--- src/hdl/sgf_ram.sv ---
// Generic single-port-write, single-port-read RAM with registered read data.
`timescale 1ns / 1ps
`default_nettype none

module sgf_ram #(
  parameter int WIDTH = 8,
  parameter int DEPTH = 256
) (
  input  wire logic                     clk,
  input  wire logic                     we,
  input  wire logic [$clog2(DEPTH)-1:0] waddr,
  input  wire logic [WIDTH-1:0]         wdata,
  input  wire logic                     re,
  input  wire logic [$clog2(DEPTH)-1:0] raddr,
  output logic      [WIDTH-1:0]         rdata
);

  logic [WIDTH-1:0] mem [DEPTH];

  // Write port
  always_ff @(posedge clk) begin
    if (we) begin
      mem[waddr] <= wdata;
    end
  end

  // Registered read port
  always_ff @(posedge clk) begin
    if (re) begin
      rdata <= mem[raddr];
    end
  end

endmodule

`default_nettype wire

--- config.mk ---
export PLATFORM = sky130hd
export DESIGN_NAME = sgf_ram
export DESIGN_NICKNAME = d
export VERILOG_FILES = /design/src/hdl/sgf_ram.sv
export SDC_FILE = /design/constraint.sdc
export NUM_CORES = 2
export LEC_CHECK = 0
export ABC_CLOCK_PERIOD_IN_PS = 3290
export BUFFER_PORTS_ARGS = -buffer_cell sky130_fd_sc_hd__buf_2
export CAP_MARGIN = 10
export CORE_MARGIN = 3
export CORE_UTILIZATION = 55
export DETAILED_ROUTE_END_ITERATION = 8
export GPL_ROUTABILITY_DRIVEN = 0
export PLACE_DENSITY = 0.71
export SLEW_MARGIN = 20
export SYNTH_ARGS = -nofsm -noshare
export SYNTH_HDL_FRONTEND = slang
export SYNTH_SLANG_ARGS = --single-unit
--- constraint.sdc ---
create_clock -name clk -period 3.29 [get_ports clk]
set_input_delay 0.4935 -clock clk [delete_from_list [all_inputs] [get_ports clk]]
set_output_delay 0.4935 -clock clk [all_outputs]
set_load 0.05 [all_outputs]
==> reports/qor.yml <==
setup_path:
  start_kind: "primary input"
  cp-end-kind: "register"
  path_class: "primary input to register"
  crit_arrival_ps: 3530
  required_ps: 3820
  critPathMaxFanout: 36
logic_synthesis:
  synthXorXnorAreaFrac_pct: 0
  synthAdderAreaFrac_pct: 0
  yosys_most_used_dff: "edfxtp_1"
  synth_area_leaders: "edfxtp_1 78%, mux4_2 13%, mux2i_1 1.7%"
  synth_top_area_cell: "edfxtp_1"
  synth_top_family_by_area: "multiplexers"
  seq_area_frac_synth_pct: 77.5
  syn_inst: 3733
  synth_compound_area_share_pct: 3.42
  syn-num-nets: 3760
  synth-simple-area-share_pct: 2.63
  synth.most_common_cell: "edfxtp_1"
  synth_cell_types: 54
  async_flop_share_pct: 0
  syn_area_sq_um: 79600
  yosys_warnings: 0
  synth_edf_count: 2056
  synth_top_area_share_pct: 77.5
  synth_seq_cells: 2056
  synthMuxAreaShare_pct: 14.6
  yosys-top-cells-count: "2,056 x edfxtp_1, 454 x mux4_2, 282 x nor2_1, 134 x mux2i_1, 133 x a22oi_1"
  syn_avg_cell_area_sq_um: 21.3
sta:
  worst_pin_slew_ps: 943
  slew_headroom_pct: 36.6
  fmax_mhz: 334
  maxSlewViolCount: 0
  finalCritPeriodShare_pct: 91.1
  rsz0062_at_grt: "no"
  fin_crit_ps: 3000
  clock_skew_ps: 40.5
  final_hold_viol_count: 0
  tns_ps: 0
  setup_viol: 0
  fin_ws_ps: 292
pwr:
  finalPower_mw: 53.8
  power_density_nw_per_um2: 587
  ir_drop_mv: 0.480
  p_leak_nw: 29.4
cts:
  cts_setup_buffers: 0
  cts_tree: "built"
  cts_buffers: 199
  clk-insertion-delay-late_ps: 830
  ctsHtreeMaxLevel: 4
  clk_pin_slew_ps: 60
  cts_resized: 0
  clockBufferDepth: 3
  clkSinkCount: 2056
  ctsHoldBuffers: 0
  clockRootBuffer: "clkbuf_16"
cells_and_area:
  utilization_pct: 64.3
  nets: 4269
  syn_to_final_growth_pct: 15.1
  nFillCells: 9382
  fin_area_sq_um: 91700
  drive_gt1_share_pct: 29.4
  seqCellArea_sq_um: 61700
  multi_input_comb_area_sq_um: 16500
routing:
  firstDrtPassIters: 6
  drt-total-wl_um: 195000
  drtAntennaViolNets: 0
  drc_errors: 0
  via_count: 40647
  routedWlPerCell_um: 30.9
  drt_iter0_drc: 5166
  vias_per_cell: 6.45
grt:
  grt_max_degree: 103
  grt_pass1_wl_um: 286000
  antenna_found_initial: 8
  track_usage_pct: 26.3
  overflow: 0
  grt_pass1_vias: 41131
outcome:
  outcome: "completed"
floorplanning:
  core_area_sq_um: 143000
  die-area_sq_um: 149000
  initial_core_util_pct: 55.8
  ios: 35
  chipHeight_um: 387
  dieWidth_um: 387
  core.rowCount: 138
placed_design:
  hpwlAfterDp_um: 123000
  io_buffers: 34
  pre_cts_slack_ps: -495
  place_area_sq_um: 85400
run:
  maxCapViolations: 0
hold_path:
  hold_path.class: "primary input to register"
==> path summary, 6_finish.rpt <==
path,startpoint,to,slack (ps),depth (start not counted)
setup / recovery,raddr[0],rdata[3],290,9
setup reg to reg,mem[191][3],rdata[3],500,6
hold / removal,wdata[2],mem[70][2],90,1
hold reg to reg,mem[20][6],rdata[6],1200,7
==> layout by cell type (no fill, tap or decap), types with 22 or more instances in the layout <==
| master | count |
|---|---|
| clkinv_1 | 46 |
| nor2b_1 | 28 |
| o22ai_1 | 28 |
| a21oi_1 | 96 |
| mux2i_1 | 134 |
| nor3_1 | 22 |
| nand3_1 | 34 |
| nor2_1 | 279 |
| nand2_1 | 33 |
| mux4_2 | 454 |
| o221ai_1 | 46 |
| a22oi_1 | 133 |
| clkinv_2 | 42 |
| buf_4 | 454 |
| buf_2 | 23 |
| clkbuf_1 | 41 |
| clkbuf_16 | 203 |
| buf_12 | 54 |
| edfxtp_1 | 2056 |
==> report_power, final <==
group / switching [mW] / total [mW] / leakage (nW) / internal [mW]
registers: 0.0376 / 28.9 / 18.5 / 28.9
logic: 1.78 / 2.84 / 7.79 / 1.07
clock network: 9.57 / 22.1 / 3.09 / 12.5
total: 11.4 / 53.8 / 29.4 / 42.4
==> sequential cells by signal, summed over array words and instances (netlist names) <==
name / flops
mem: 2048
rdata: 8
==> worst max-delay path: stages <==
cell and delay (ps):
buf_8 210, buf_12 230, buf_12 290, mux4_2 560
a22oi_1 380, a31oi_1 240, nor4_2 780, buf_4 220
nor4_1 40
==> area by class of cell <==
cell class / count / area share [%]
multi-input combinational: 1442 / 18.0
timing repair buffer: 541 / 5.18
antenna: 10 / 0.0273
inverter: 2 / 0.00819
sequential: 2056 / 67.3
clock inverter: 119 / 1.17
clock buffer: 244 / 5.71
tap: 1890 / 2.58
==> layer usage <==
layer	up-vias	routed length [um]	GRT usage, %
met5	-	0	0
met1	21214	73700	36.8
met3	402	20500	6.07
met2	2294	93200	41.1
met4	0	7260	9.58
li1	16737	-	-
==> kinds of logic (layout without fill, tap and decap cells) <==
| kind of cell | Yosys count | count (layout) |
|---|---|---|
| compound gates | 385 | 385 |
| buf+inv | 235 | 906 |
| flops | 2056 | 2056 |
| mux | 591 | 591 |
| other cells | 0 | 10 |
| simple gates | 466 | 466 |
==> through the flow <==
step / std cells / hold slack, ps
after CTS: 6294 / 70.4
after detailed placement: 5931 / 954
final: 6304 / 92.1
after global routing: 6298 / 79.3
after floorplan: 3733 / 592
after global placement: 5930 / 932
Note: power is estimated with default switching activity, not from simulation.
